==> config.mk <==
export PLATFORM = sky130hd
export DESIGN_NAME = voice_priority_table_unit
export DESIGN_NICKNAME = d
export VERILOG_FILES = /design/src/sv/vpt_pkg.sv /design/src/sv/vpt_cell.sv /design/src/sv/voice_priority_table_unit.sv
export SDC_FILE = /design/constraint.sdc
export NUM_CORES = 1
export LEC_CHECK = 0
export BUFFER_PORTS_ARGS = -buffer_cell sky130_fd_sc_hd__buf_2
export CORE_MARGIN = 2
export CORE_UTILIZATION = 35
export CTS_CLUSTER_SIZE = 20
export DETAILED_ROUTE_END_ITERATION = 8
export GPL_TIMING_DRIVEN = 0
export SYNTH_ARGS = -nofsm -noshare
export SYNTH_HDL_FRONTEND = slang
export SYNTH_HIERARCHICAL = 1
export SYNTH_SLANG_ARGS = --single-unit
==> constraint.sdc <==
create_clock -name clk -period 8.3 [get_ports clk]
set_input_delay 0.83 -clock clk [delete_from_list [all_inputs] [get_ports clk]]
set_output_delay 0.83 -clock clk [all_outputs]
set_load 0.005 [all_outputs]
==> src/sv/vpt_pkg.sv <==
// shared types and constants for the voice priority table
package vpt_pkg;

	localparam int TABLE_DEPTH = 16;
	localparam int ID_W        = 8;
	localparam int PRIO_W      = 10;
	localparam int OCC_W       = 5;

	typedef enum logic {
		KIND_INSERT = 1'b0,
		KIND_REMOVE = 1'b1
	} kind_t;

	typedef enum logic [1:0] {
		ST_IDLE,
		ST_CMP,
		ST_UPD
	} state_t;

	typedef struct packed {
		logic              cmp_en;
		logic              upd_en;
		kind_t             kind;
		logic              full;
		logic              ge_any;
		logic [ID_W-1:0]   req_id;
		logic [PRIO_W-1:0] req_prio;
	} cell_ctrl_t;

endpackage

==> src/sv/vpt_cell.sv <==
// one table slot: compares against the request and shifts with its neighbors
module vpt_cell #(
	parameter int INDEX = 0,
	parameter int CNT_W = 5
) (
	input  logic                          clk,
	input  vpt_pkg::cell_ctrl_t           ctrl,
	input  logic [CNT_W-1:0]              count,
	input  logic [vpt_pkg::ID_W-1:0]      left_id,
	input  logic [vpt_pkg::PRIO_W-1:0]    left_prio,
	input  logic [vpt_pkg::ID_W-1:0]      right_id,
	input  logic [vpt_pkg::PRIO_W-1:0]    right_prio,
	input  logic                          ge_before_in,
	input  logic                          match_before_in,
	input  logic [vpt_pkg::ID_W-1:0]      ev_id_in,
	output logic [vpt_pkg::ID_W-1:0]      id,
	output logic [vpt_pkg::PRIO_W-1:0]    prio,
	output logic                          ge_before_out,
	output logic                          match_before_out,
	output logic [vpt_pkg::ID_W-1:0]      ev_id_out
);

	logic [vpt_pkg::ID_W-1:0]   id_q;
	logic [vpt_pkg::PRIO_W-1:0] prio_q;
	logic                       ge_q;
	logic                       match_q;
	logic                       slot_valid;
	logic                       first_ge;
	logic                       match_incl;
	logic                       append_here;

	assign slot_valid  = count > CNT_W'(INDEX);
	assign first_ge    = ge_q && !ge_before_in;
	assign match_incl  = match_before_in || match_q;
	assign append_here = !ctrl.ge_any && (count == CNT_W'(INDEX));

	assign ge_before_out    = ge_before_in || ge_q;
	assign match_before_out = match_incl;
	assign ev_id_out        = ev_id_in | (first_ge ? id_q : '0);
	assign id               = id_q;
	assign prio             = prio_q;

	always_ff @(posedge clk) begin
		if (ctrl.cmp_en) begin
			ge_q    <= slot_valid && (prio_q >= ctrl.req_prio);
			match_q <= slot_valid && (id_q == ctrl.req_id);
		end
	end

	always_ff @(posedge clk) begin
		if (ctrl.upd_en) begin
			case (ctrl.kind)
				vpt_pkg::KIND_INSERT: begin
					if (!ctrl.full) begin
						if (first_ge || append_here) begin
							id_q   <= ctrl.req_id;
							prio_q <= ctrl.req_prio;
						end else if (ge_before_in) begin
							id_q   <= left_id;
							prio_q <= left_prio;
						end
					end else if (first_ge) begin
						id_q   <= ctrl.req_id;
						prio_q <= ctrl.req_prio;
					end
				end
				vpt_pkg::KIND_REMOVE: begin
					if (match_incl) begin
						id_q   <= right_id;
						prio_q <= right_prio;
					end
				end
				default: begin
				end
			endcase
		end
	end

endmodule

==> src/sv/voice_priority_table_unit.sv <==
// voice priority table: sorted row of slot cells with insert, evict and remove
// Each operation runs in two states: in the compare state every slot cell registers its compare
// against the request; in the update state the first-hit flag ripples along the cell row and
// every slot loads the request, its left or its right neighbor's entry, or keeps its own. The
// next beat is taken in the update state while the output register is free. The result beat
// waits in an output register; while it is stalled an operation in its update state holds. The
// table has no clearing pass: its slot entries are not reset, only the occupancy count.
module voice_priority_table_unit #(
	parameter int TABLE_DEPTH = vpt_pkg::TABLE_DEPTH
) (
	input  logic                          clk,
	input  logic                          arst_n,
	input  logic                          in_valid,
	output logic                          in_stall,
	input  logic                          kind,
	input  logic [vpt_pkg::ID_W-1:0]      voice_id,
	input  logic [vpt_pkg::PRIO_W-1:0]    priority_req,
	output logic                          out_valid,
	input  logic                          out_stall,
	output logic                          accepted,
	output logic                          evicted_valid,
	output logic [vpt_pkg::ID_W-1:0]      evicted_id,
	output logic [vpt_pkg::OCC_W-1:0]     occupancy
);

	localparam int CNT_W = $clog2(TABLE_DEPTH + 1);

	vpt_pkg::state_t            state_q, state_d;
	vpt_pkg::kind_t             kind_q;
	logic [vpt_pkg::ID_W-1:0]   id_q;
	logic [vpt_pkg::PRIO_W-1:0] prio_q;
	logic [CNT_W-1:0]           count_q, count_d;
	logic                       out_valid_q;
	logic                       accepted_q;
	logic                       evicted_valid_q;
	logic [vpt_pkg::ID_W-1:0]   evicted_id_q;
	logic [vpt_pkg::OCC_W-1:0]  occupancy_q;

	logic                       in_fire;
	logic                       out_free;
	logic                       upd_fire;
	logic                       full;
	logic                       res_accepted;
	logic                       res_evicted;
	vpt_pkg::cell_ctrl_t        ctrl;

	logic [vpt_pkg::ID_W-1:0]   cell_id   [TABLE_DEPTH];
	logic [vpt_pkg::PRIO_W-1:0] cell_prio [TABLE_DEPTH];
	logic [TABLE_DEPTH:0]       ge_chain;
	logic [TABLE_DEPTH:0]       match_chain;
	logic [vpt_pkg::ID_W-1:0]   ev_chain  [TABLE_DEPTH+1];

	assign out_free = !out_valid_q || !out_stall;
	assign upd_fire = (state_q == vpt_pkg::ST_UPD) && out_free;
	assign in_stall = !((state_q == vpt_pkg::ST_IDLE) || upd_fire);
	assign in_fire  = in_valid && !in_stall;
	assign full     = count_q == CNT_W'(TABLE_DEPTH);

	assign ctrl.cmp_en   = state_q == vpt_pkg::ST_CMP;
	assign ctrl.upd_en   = upd_fire;
	assign ctrl.kind     = kind_q;
	assign ctrl.full     = full;
	assign ctrl.ge_any   = ge_chain[TABLE_DEPTH];
	assign ctrl.req_id   = id_q;
	assign ctrl.req_prio = prio_q;

	assign ge_chain[0]    = 1'b0;
	assign match_chain[0] = 1'b0;
	assign ev_chain[0]    = '0;

	for (genvar i = 0; i < TABLE_DEPTH; i++) begin : g_cell
		localparam int LEFT  = (i == 0) ? 0 : i - 1;
		localparam int RIGHT = (i == TABLE_DEPTH - 1) ? i : i + 1;
		vpt_cell #(
			.INDEX (i),
			.CNT_W (CNT_W)
		) u_cell (
			.clk              (clk),
			.ctrl             (ctrl),
			.count            (count_q),
			.left_id          (cell_id[LEFT]),
			.left_prio        (cell_prio[LEFT]),
			.right_id         (cell_id[RIGHT]),
			.right_prio       (cell_prio[RIGHT]),
			.ge_before_in     (ge_chain[i]),
			.match_before_in  (match_chain[i]),
			.ev_id_in         (ev_chain[i]),
			.id               (cell_id[i]),
			.prio             (cell_prio[i]),
			.ge_before_out    (ge_chain[i+1]),
			.match_before_out (match_chain[i+1]),
			.ev_id_out        (ev_chain[i+1])
		);
	end

	always_comb begin
		res_accepted = 1'b0;
		res_evicted  = 1'b0;
		count_d      = count_q;
		case (kind_q)
			vpt_pkg::KIND_INSERT: begin
				if (!full) begin
					res_accepted = 1'b1;
					count_d      = count_q + CNT_W'(1);
				end else if (ge_chain[TABLE_DEPTH]) begin
					res_accepted = 1'b1;
					res_evicted  = 1'b1;
				end
			end
			vpt_pkg::KIND_REMOVE: begin
				if (match_chain[TABLE_DEPTH]) begin
					res_accepted = 1'b1;
					count_d      = count_q - CNT_W'(1);
				end
			end
			default: begin
			end
		endcase
	end

	always_comb begin
		state_d = state_q;
		case (state_q)
			vpt_pkg::ST_IDLE: if (in_fire) state_d = vpt_pkg::ST_CMP;
			vpt_pkg::ST_CMP:  state_d = vpt_pkg::ST_UPD;
			vpt_pkg::ST_UPD: begin
				if (upd_fire) begin
					state_d = in_fire ? vpt_pkg::ST_CMP : vpt_pkg::ST_IDLE;
				end
			end
			default: state_d = vpt_pkg::ST_IDLE;
		endcase
	end

	always_ff @(posedge clk or negedge arst_n) begin
		if (!arst_n) begin
			state_q     <= vpt_pkg::ST_IDLE;
			count_q     <= '0;
			out_valid_q <= 1'b0;
		end else begin
			state_q <= state_d;
			if (upd_fire) begin
				count_q     <= count_d;
				out_valid_q <= 1'b1;
			end else if (!out_stall) begin
				out_valid_q <= 1'b0;
			end
		end
	end

	always_ff @(posedge clk) begin
		if (in_fire) begin
			kind_q <= vpt_pkg::kind_t'(kind);
			id_q   <= voice_id;
			prio_q <= priority_req;
		end
		if (upd_fire) begin
			accepted_q      <= res_accepted;
			evicted_valid_q <= res_evicted;
			evicted_id_q    <= res_evicted ? ev_chain[TABLE_DEPTH] : '0;
			occupancy_q     <= vpt_pkg::OCC_W'(count_d);
		end
	end

	assign out_valid     = out_valid_q;
	assign accepted      = accepted_q;
	assign evicted_valid = evicted_valid_q;
	assign evicted_id    = evicted_id_q;
	assign occupancy     = occupancy_q;

	a_count_bound: assert property (@(posedge clk) disable iff (!arst_n)
		count_q <= CNT_W'(TABLE_DEPTH))
		else $error("occupancy count above table depth");

	a_evict_full: assert property (@(posedge clk) disable iff (!arst_n)
		out_valid_q && evicted_valid_q |-> accepted_q && (occupancy_q == vpt_pkg::OCC_W'(TABLE_DEPTH)))
		else $error("eviction reported with table not full");

	a_refused_keeps_count: assert property (@(posedge clk) disable iff (!arst_n)
		upd_fire && !res_accepted |=> $stable(count_q))
		else $error("refused beat changed the count");

	a_one_op_in_flight: assert property (@(posedge clk) disable iff (!arst_n)
		(state_q == vpt_pkg::ST_CMP) |-> in_stall)
		else $error("beat taken during compare cycle");

endmodule

== Word-level counts from Yosys, hierarchy flattened ==
Cells that the tools add are included.

* Bits in registers: 362
* Input bits: 23
* Logic and storage cells: 578

* Add/sub/neg operators: 2
* Magnitude comparators: 32
* Equal/unequal tests: 84
* Mux-type cells: 219
* Bitwise gates (word level): 16
* Reductions and logical operators: 151

{| class="wikitable"
|+ Operator list
! operator !! count
|-
| two-way mux 10 bit || 79
|-
| two-way mux 8 bit || 95
|-
| case mux 10 bit (2 select lines) || 15
|-
| case mux 8 bit (2 select lines) || 15
|-
| greater-or-equal comparator 10 bit || 16
|-
| equality test 8 bit || 16
|-
| OR 8 bit || 15
|-
| logical AND 1 bit || 65
|-
| AND reduction 4 bit || 16
|-
| != test 4 x 2 -> 1 bit, second input constant || 15
|-
| != test 3 x 2 -> 1 bit, second input constant || 17
|-
| logical OR 1 bit || 48
|-
| equality test 5 x 4 -> 1 bit, second input constant || 8
|-
| greater-than comparator 5 x 4 -> 1 bit, second input constant || 8
|-
| != test 2 x 1 -> 1 bit, second input constant || 16
|-
| equality test 5 x 3 -> 1 bit, second input constant || 4
|-
| greater-than comparator 5 x 3 -> 1 bit, second input constant || 4
|-
| zero test 1 bit || 19
|-
| equality test 5 x 2 -> 1 bit, second input constant || 2
|-
| greater-than comparator 5 x 1 -> 1 bit, second input constant || 2
|-
| greater-than comparator 5 x 2 -> 1 bit, second input constant || 2
|-
| two-way mux 5 bit || 2
|-
| case mux 5 bit (2 select lines) || 1
|-
| two-way mux 1 bit || 8
|-
| 14 further kinds || 16
|}

== Depth between registers and ports, before layout ==
Gate-level depths: netlist of run 1.

* Depth after elaboration: 21
* Gate-level depth with buffers: 36
* Gate-level depth less buffers: 36

== Modules after synthesis ==
Netlist of run 1, hierarchy kept.

{| class="wikitable"
|+ By module, submodules not included
! module !! times used !! cells an instance !! area each (um2)
|-
| vpt_cell at g_cell[11].u_cell ... || 2 || 146 || 1481.4
|-
| vpt_cell at g_cell[0].u_cell ... || 2 || 147 || 1476.4
|-
| voice_priority_table_unit || 1 || 102 || 1656.6
|-
| vpt_cell at g_cell[10].u_cell || 1 || 149 || 1490.2
|-
| vpt_cell at g_cell[6].u_cell || 1 || 144 || 1487.7
|-
| vpt_cell at g_cell[12].u_cell || 1 || 146 || 1482.7
|-
| vpt_cell at g_cell[13].u_cell || 1 || 147 || 1482.7
|-
| vpt_cell at g_cell[1].u_cell || 1 || 144 || 1482.7
|-
| vpt_cell at g_cell[4].u_cell || 1 || 147 || 1478.9
|-
| vpt_cell at g_cell[9].u_cell || 1 || 146 || 1478.9
|-
| vpt_cell at g_cell[8].u_cell || 1 || 148 || 1475.2
|-
| vpt_cell at g_cell[3].u_cell || 1 || 144 || 1472.7
|-
| vpt_cell at g_cell[5].u_cell || 1 || 148 || 1471.4
|-
| vpt_cell at g_cell[7].u_cell || 1 || 144 || 1466.4
|-
| vpt_cell at g_cell[15].u_cell || 1 || 143 || 1461.4
|}

== Worst setup path after synthesis of run 1 ==
OpenSTA, ideal clock, no wires.

* Path kind: register -> register
* Start: register g_cell[0].u_cell.ge_q
* End: register g_cell[15].u_cell.id_q (netlist bit g_cell[15].u_cell/id[0]), enable pin
* Data arrival time: 6.479 ns
* Required time: 7.924 ns
* Path slack: 1.444 ns
* Cell stages (with the launch flop): 21
* Path buffers: 0
* Cells stage by stage: edfxtp_1 or2_2 or2_2 or2_2 or2_2 or2_2 or2_2 or2_2 or2_2 or2_2 or2_2 or2_2 or2_2 or2_2 or2_2 or2_2 or2_2 and4bb_1 a31oi_1 nor2_1 o311a_1

{| class="wikitable"
|+ RTL lines
! item !! line !! text
|-
| start, declared || vpt_cell.sv:25 || <nowiki>logic ge_q;</nowiki>
|-
| start signal, assigned || vpt_cell.sv:45 || <nowiki>ge_q <= slot_valid && (prio_q >= ctrl.req_prio);</nowiki>
|-
| end signal, assigned || vpt_cell.sv:56 || <nowiki>id_q <= ctrl.req_id;</nowiki>
|-
| end signal, assigned || vpt_cell.sv:59 || <nowiki>id_q <= left_id;</nowiki>
|-
| end signal, assigned || vpt_cell.sv:63 || <nowiki>id_q <= ctrl.req_id;</nowiki>
|-
| end, declared || vpt_cell.sv:23 || <nowiki>logic [vpt_pkg::ID_W-1:0] id_q;</nowiki>
|}

==> results of run 1 <==
## per-stage QoR
step	area (sq um)	setup WS [ps]
6_report	28900	294
3_5_place_dp	27500	433
5_1_grt	28900	184
2_1_floorplan	25300	1440
4_1_cts	28900	418
3_3_place_gp	26700	534
## area by class of cell
class	count	area share [%]
repair buffers	69	3.35
clock buffers	56	4.00
inverters	182	2.37
well taps	950	4.12
multi-input cells	1793	44.8
plain buffers	113	3.19
flip-flops and latches	362	37.5
clock inverters	20	0.646
## worst min-delay path by stage
| stage | startpoint | end | slack [ps] | cells past startpoint |
|---|---|---|---|---|
| after floorplan | arst_n | count_q[0] | 530 | 0 |
| after global placement | out_valid | out_valid | 540 | 2 |
| after detailed placement | state_q[0] | state_q[0] | 580 | 2 |
| after CTS | arst_n | count_q[0] | 70 | 1 |
| after global routing | arst_n | count_q[1] | 90 | 1 |
| final | arst_n | state_q[0] | 90 | 1 |
## cells by family after synthesis
family          count (synthesis)
flops                         362
mux                           290
simple gates                  580
buf+inv                       295
xor+xnor                      134
other cells                     1
compound gates                614
fa+ha+maj                     162
## sequential cells by signal, indices dropped and copies added, names as in the netlist
signal                 count
count_q                    5
g_cell.u_cell/ge_q        16
g_cell.u_cell/match_q     16
g_cell.u_cell/id         128
out_valid                  1
occupancy                  5
evicted_valid              1
state_q                    2
kind_q                     1
accepted                   1
prio_q                    10
g_cell.u_cell/prio       160
id_q                       8
evicted_id                 8
## report_power, final
group / internal (uW) / switching [uW]
clock network: 1070 / 795
logic: 625 / 788
registers: 2270 / 375
## metal layers
| metal | vias up | routed length (microns) | global-route usage [%] |
|---|---|---|---|
| li1 | 9083 | - | - |
| met1 | 9777 | 33400 | 26.9 |
| met2 | 729 | 35600 | 33.3 |
| met3 | 136 | 5470 | 3.39 |
| met4 | 0 | 1710 | 6.13 |
| met5 | - | 0 | 0 |
## Yosys cell counts, drive strengths merged, types with 6 or more instances
cell	n	area, sq um
a2111oi	6	52.6
inv	182	683
nand3	6	42.5
a31oi	10	62.6
mux2i	288	2880
and4	6	52.6
nand2	346	1300
nand2b	18	113
ha	162	2030
nor4	18	149
nor2b	26	163
nor2	62	240
xnor2	76	666
and3	11	70.1
o311a	17	185
nor3	18	100
a21oi	57	289
buf	48	677
or2	16	100
edfxtp	354	10600
a311oi	8	120
nand4	26	163
a21o	143	1200
o21ai	322	1610
dfrtp	8	200
a211oi	15	148
xor2	58	508
clkbuf	65	244
and2	9	56.3
## critical path, cell delays in order, from the launching register on
cell and delay, ps:
edfxtp_1 400, or2_2 330, or2_2 320, or2_2 320, or2_2 340, or2_2 340
or2_2 340, or2_2 320, or2_2 360, or2_2 370, or2_2 340, or2_2 340
or2_2 350, or2_2 330, or2_2 340, or2_2 340, or2_2 640, and4bb_1 450
a31oi_1 110, nor2_1 150, o311a_1 780
==> impl_metrics.ini, run 1 <==
[run_status]
status = complete, no violations

[routing]
dr.pass1.iters = 7
via_per_inst = 5.56
ant_nets = 0
vias = 19700
drt_iter0_markers = 1976
drc = 0
wl_per_cell_microns = 21.5
wl_microns = 76100

[power_and_ir_drop]
p_leak_uw = 0.0131
power.density_nw_per_um2 = 205
peakVddDrop_v = 0.000156
design_power_total_uw = 5930

[cells_and_area]
multiInputGateArea_sq_um = 12900
drive_above_1_share_pct = 13.6
seqCellArea_sq_um = 10800
fin_nets = 2749
utilization_pct = 40.4
layout_common_cells = 354 x edfxtp_1, 346 x nand2_1, 288 x mux2i_1
antennaDiodeCount = 0
area_growth_pct = 14.1
fillers = 6879
stdcell_count = 3545
layout_commonest_cell = edfxtp_1

[synthesis]
synth_compound_area_share_pct = 15.8
synth_fa_ha_area_share_pct = 8.01
synth_edf_count = 354
synth_xor_area_share_pct = 4.64
synth_mux_area_share_pct = 11.5
ys.warnings.count = 6
yosys.area_share.simple_pct = 10.9
ys_types = 75
postSynthCellCount = 2438
synth-seq-cells = 362
ys_seq_area_share_pct = 42.8
synthFlopType = edfxtp_1
synth.avg_cell_area_sq_um = 10.4
async_flop_share_pct = 2.21
syn_area_sq_um = 25300
synth_top_family_by_area = compound AO/OA/AOI/OAI gates

[grt]
grtUsageTotal_pct = 20.1
grt_pass1_vias = 20400
grt_first_pass_wirelength_microns = 118000
grt_max_degree = 35
antenna_found_initial = 0
grt-ovfl-total = 0

[placement]
hpwlAfterDp_microns = 57800
io_buffers = 39
gp_congestion = 0.839
dp_cells = 3468

[floorplanning]
dieHeight_microns = 273
fp-row-count = 98
initial_core_util_pct = 35.4
fp.dieW_microns = 273
ios = 40
die_area_sq_um = 74500
core_area_sq_um = 71500

[timing]
tns_ps = 0
finalClockSkew_ps = 17.3
timing.final.crit_period_ps = 8010
slew_headroom_pct = 30.9
finalSetupViolations = 0
clock.fmax_mhz = 125
hold_slack_ps = 89.0
hold_viol_final = 0
rsz0062_at_grt = false
worstMarginPinSlew_ps = 1040
drv_slew = 0
finalCritPeriodShare_pct = 96.5

[clock_network]
clockRootBuffer = clkbuf_16
ctsResizeCount = 0
clockBufferDepth = 3
clkLatencyLatePin_ps = 580
cts_buffers = 43
ctsHoldBuffers = 0
cts.clk_slew.worst_paths_ps = 60
ctsHtreeMaxLevel = 2
cts_sinks = 362
cts_tree = built
post_cts_buffers = 0

[worst_setup_path]
crit_end = g_cell[15].u_cell/prio[3]
r2r_slack_ps = 290
critPathCaptureType = flip-flop
cp.required_ps = 8500
worst_r2r_path_depth = 20
cp-start-kind = flip-flop
arrival_ps = 8200
setup.worst_path.start = g_cell[0].u_cell/ge_q
reg2reg_to = g_cell[15].u_cell/prio[3]
regToRegStartpoint = g_cell[0].u_cell/ge_q
crit_type = reg -> reg
path_max_fanout = 19

[min_path]
hold_path.class = in -> async

[job]
maxCapViolations = 0
Power figures use the tool's default switching activity.
==> run 2: changes to the inputs <==
Clock period 8.3 ns to 6.95 ns, I/O delays scaled along.
==> impl_metrics.ini, run 2 (synthesis results as in run 1) <==
[run_status]
status = complete, no violations

[timing]
slew_headroom_pct = 29.1
tns_ps = 0
timing.final.crit_period_ps = 6780
rsz0062_at_grt = false
worstMarginPinSlew_ps = 1060
finalCritPeriodShare_pct = 97.6
drv_slew = 0
hold_viol_final = 0
finalClockSkew_ps = 21.5
clock.fmax_mhz = 147
finalSetupViolations = 0

[worst_setup_path]
r2r_slack_ps = 170
reg2reg_to = g_cell[8].u_cell/id[6]
path_max_fanout = 10
worst_r2r_path_depth = 23
critPathCaptureType = flip-flop
cp.required_ps = 7260
arrival_ps = 7090
crit_type = reg -> reg
regToRegStartpoint = g_cell[0].u_cell/ge_q
cp-start-kind = flip-flop

[cells_and_area]
layout_commonest_cell = edfxtp_1
fillers = 6849
utilization_pct = 40.8
multiInputGateArea_sq_um = 13100
seqCellArea_sq_um = 10800
area_growth_pct = 15.2
fin_nets = 2760
largest_register_ffs = 160
design_area_sq_um = 29200
stdcell_count = 3556
drive_above_1_share_pct = 14.2
layout_common_cells = 354 x edfxtp_1, 346 x nand2_1, 287 x mux2i_1
antennaDiodeCount = 0

[grt]
grt_pass1_vias = 20500
top_usage_layer = met2
grt_use_met1_pct = 27.0
grt_max_degree = 35
grtUsageTotal_pct = 20.3
grt_first_pass_wirelength_microns = 119000
grtUsageMet3_pct = 3.70
met2_usage_pct = 33.6
grt-ovfl-total = 0
antenna_found_initial = 0

[placement]
io_buffers = 39
hpwlAfterDp_microns = 57800
dpl-instance-area_sq_um = 27500
dp_cells = 3468
gp_congestion = 0.839

[floorplanning]
fp-row-count = 98
fp.dieW_microns = 273
dieHeight_microns = 273
die_area_sq_um = 74500
initial_core_util_pct = 35.4
ios = 40
core_area_sq_um = 71500

[routing]
ant_nets = 0
dr.pass1.iters = 7
drc = 0
drt_iter0_markers = 1970
wl_microns = 76800
wl_per_cell_microns = 21.6
via_per_inst = 5.55
vias = 19700

[power_and_ir_drop]
comb_power_share_pct = 24.1
peakVddDrop_v = 0.000186
design_power_total_uw = 7110
p_sw_uw = 2350
p_sw_share_pct = 33.0
p_clk_share_pct = 31.4
pwr-share-seq_pct = 44.5
p_leak_uw = 0.0132
power.density_nw_per_um2 = 244
internal_power_uw = 4760

[clock_network]
cts.clk_slew.worst_paths_ps = 60
clockBufferDepth = 3
ctsHtreeMaxLevel = 2
clkLatencyLatePin_ps = 580
cts_sinks = 362
clockRootBuffer = clkbuf_16
cts_buffers = 43
cts_tree = built

[job]
maxCapViolations = 0

[min_path]
hp-start = voice_id[6]
holdPathEnd = id_q[6]
hold_path.class = in -> reg
hold_depth = 1
[run 2: area by class of cell]
type	instances	area share, %
flip-flops and latches	362	37.2
plain buffers	113	3.16
inverters	182	2.34
multi-input cells	1794	44.9
clock buffers	56	3.97
clock inverters	20	0.640
repair buffers	79	3.72
well taps	950	4.08
[run 2: how the worst max path moves through the flow]
| stage | from | endpoint | slack (ps) | depth (start not counted) |
|---|---|---|---|---|
| 6_report | g_cell[0].u_cell/ge_q | g_cell[8].u_cell/id[6] | 170 | 23 |
| 5_1_grt | g_cell[0].u_cell/ge_q | g_cell[13].u_cell/id[0] | 50 | 22 |
| 4_1_cts | g_cell[0].u_cell/ge_q | g_cell[13].u_cell/id[0] | 70 | 22 |
| 3_5_place_dp | g_cell[0].u_cell/ge_q | g_cell[5].u_cell/id[2] | -920 | 20 |
| 3_3_place_gp | g_cell[0].u_cell/ge_q | g_cell[15].u_cell/prio[0] | -820 | 20 |
| 2_1_floorplan | g_cell[0].u_cell/ge_q | g_cell[15].u_cell/id[0] | 90 | 20 |
[run 2: per-stage QoR]
step                      hold slack (ps)  setup slack [ps]
after floorplan                       399              94.3
after global placement                535              -816
after detailed placement              553              -917
after CTS                             255              73.2
after global routing                  269              48.8
final                                 285               168
[run 2: power by group through the flow]
stage	logic, uW	registers, uW	clock network [uW]
final	1710	3170	2230
after global routing	1870	3190	2340
after CTS	1690	3150	2260
after detailed placement	1660	3190	0
after global placement	1440	3270	0
after floorplan	1150	3020	0
[run 2: per-layer routing]
layer	share of wire [%]	up-vias
met5	0	-
met4	2.2	0
met3	7.2	130
met2	47	700
met1	44	9807
li1	-	9106
[run 2: what timing repair did]
action                                 4_1_cts  5_1_grt
buffers inserted                             8        1
hold buffers                                 1        0
gates resized for setup                     23        5
endpoints found under the hold margin        8        0
setup endpoints to repair                  576      222
pin swaps                                    6        3
cloned                                       1        0
[run 2: worst max-delay path, stage by stage, from the launching register on]
cell      delay, ps
edfxtp_1        380
or2_4           250
or2_2           310
or2_2           320
or2_2           340
or2_4           270
or2_2           330
or2_2           320
or2_4           290
or2_4           290
or2_2           330
or2_2           340
or2_4           280
or2_2           320
or2_2           340
or2_4           290
or2_4           360
buf_4           200
nor2_2          120
a311oi_2        120
buf_6           210
buf_12          150
mux2i_1         220
o21ai_1          90
==> run 3: changes to the inputs <==
==> constraint.sdc (replaced) <==
create_clock -name clk -period 6.95 [get_ports clk]
set_input_delay 0 -clock clk [delete_from_list [all_inputs] [get_ports clk]]
set_output_delay 0 -clock clk [all_outputs]
set_load 0.005 [all_outputs]
==> impl_metrics.ini, run 3 (synthesis results as in run 1) <==
[power_and_ir_drop]
power.density_nw_per_um2 = 242
p_sw_share_pct = 33.0
p_clk_share_pct = 31.3
p_leak_uw = 0.0133
pwr-share-seq_pct = 44.5
p_sw_uw = 2350
internal_power_uw = 4770
comb_power_share_pct = 24.3
peakVddDrop_v = 0.000186

[clock_network]
ctsHtreeMaxLevel = 2
cts.clk_slew.worst_paths_ps = 60
clkLatencyLatePin_ps = 580
cts_tree = built
cts_sinks = 362
clockBufferDepth = 3
clockRootBuffer = clkbuf_16
cts_buffers = 43

[placement]
dp_cells = 3468
gp_congestion = 0.839
io_buffers = 39
pre_cts_slack_ps = -917
hpwlAfterDp_microns = 57800

[grt]
grt_max_degree = 35
antenna_found_initial = 0
grt_first_pass_wirelength_microns = 119000
grtUsageTotal_pct = 20.4
grt_pass1_vias = 20600
grt-ovfl-total = 0

[cells_and_area]
antennaDiodeCount = 0
fillers = 6820
multiInputGateArea_sq_um = 13100
stdcell_count = 3579
area_growth_pct = 16.1
drive_above_1_share_pct = 14.1
largest_register_ffs = 160
layout_common_cells = 354 x edfxtp_1, 346 x nand2_1, 287 x mux2i_1
fin_nets = 2783
layout_commonest_cell = edfxtp_1
seqCellArea_sq_um = 10800

[worst_setup_path]
cp-start-kind = flip-flop
critPathCaptureType = flip-flop
path_max_fanout = 10
arrival_ps = 7100
cp.required_ps = 7260
r2r_slack_ps = 160
crit_type = reg -> reg

[routing]
wl_per_cell_microns = 21.6
vias = 19900
drc = 0
wl_microns = 77200
dr.pass1.iters = 6
drt_iter0_markers = 1942
via_per_inst = 5.55
ant_nets = 0

[timing]
slew_headroom_pct = 28.0
finalCritPeriodShare_pct = 97.8
worstMarginPinSlew_ps = 1080
layout_setup_ws_ps = 155
drv_slew = 0
clock.fmax_mhz = 147
tns_ps = 0
finalClockSkew_ps = 18.1
hold_slack_ps = 122
finalSetupViolations = 0
hold_viol_final = 0
rsz0062_at_grt = false
timing.final.crit_period_ps = 6790

[job]
maxCapViolations = 0

[floorplanning]
fp-row-count = 98
fp.dieW_microns = 273
die_area_sq_um = 74500
ios = 40
dieHeight_microns = 273
initial_core_util_pct = 35.4
core_area_sq_um = 71500

[min_path]
hold_path.class = in -> reg

[run_status]
status = complete, no violations
## run 3: cell count changes in the layout (fill, tap and decap cells not counted)
cell           delta
dlygate4sd3_1    +23
## run 3: per-stage QoR
stage,instance area [sq um],total power (uW),util [%]
after global placement,26700,4700,37.4
after floorplan,25300,4170,-
final,29400,7120,41.1
after detailed placement,27500,4850,38.5
after CTS,29300,7110,41.0
after global routing,29400,7410,41.1
## run 3: layer usage
metal | vias to the layer above | track usage [%] | share of wire (%)
met5 | - | 0 | 0
met4 | 0 | 6.19 | 2.1
met3 | 128 | 3.64 | 7.5
met2 | 736 | 33.7 | 47
met1 | 9842 | 27.2 | 43
li1 | 9150 | - | -
## run 3: final timing paths
| kind | startpoint | to | cells after the start |
|---|---|---|---|
| max | g_cell[0].u_cell/ge_q | g_cell[8].u_cell/id[6] | 23 |
| min | voice_id[6] | id_q[6] | 2 |
| max reg2reg | g_cell[0].u_cell/ge_q | g_cell[8].u_cell/id[6] | 23 |
| min reg2reg | g_cell[15].u_cell/prio[9] | g_cell[15].u_cell/prio[9] | 2 |
| max in group asynchronous | arst_n | count_q[3] | 3 |
| min in group asynchronous | arst_n | count_q[1] | 3 |
## run 3: repair_timing
item / in CTS / in global routing
resized for setup: 23 / 5
setup endpoints to repair: 576 / 220
pin swaps: 6 / 3
endpoints found under the hold margin: 30 / 0
hold buffers: 24 / 0
cloned: 1 / 0
buffers inserted: 8 / 1
## run 3: final cells by class
type / instances / area share [%]
Clock inverter: 20 / 0.635
Inverter: 182 / 2.33
Sequential cell: 362 / 36.9
Timing Repair Buffer: 102 / 4.47
Tap cell: 950 / 4.05
Buffer: 113 / 3.13
Clock buffer: 56 / 3.93
Multi-Input combinational cell: 1794 / 44.6
## run 3: power groups by stage
stage | Combinational, uW | Sequential (uW) | Clock (uW)
final | 1730 | 3170 | 2230
after detailed placement | 1660 | 3190 | 0
after global placement | 1440 | 3270 | 0
after global routing | 1880 | 3190 | 2340
after CTS | 1700 | 3150 | 2260
after floorplan | 1150 | 3020 | 0
## run 3: critical path: stages, from the launching register on
cell and delay (ps):
edfxtp_1 380, or2_4 250, or2_2 310, or2_2 320
or2_2 340, or2_4 270, or2_2 330, or2_2 320
or2_4 280, or2_4 280, or2_2 330, or2_2 340
or2_4 280, or2_2 320, or2_2 340, or2_4 290
or2_4 370, buf_4 210, nor2_2 120, a311oi_2 120
buf_6 210, buf_12 150, mux2i_1 210, o21ai_1 100
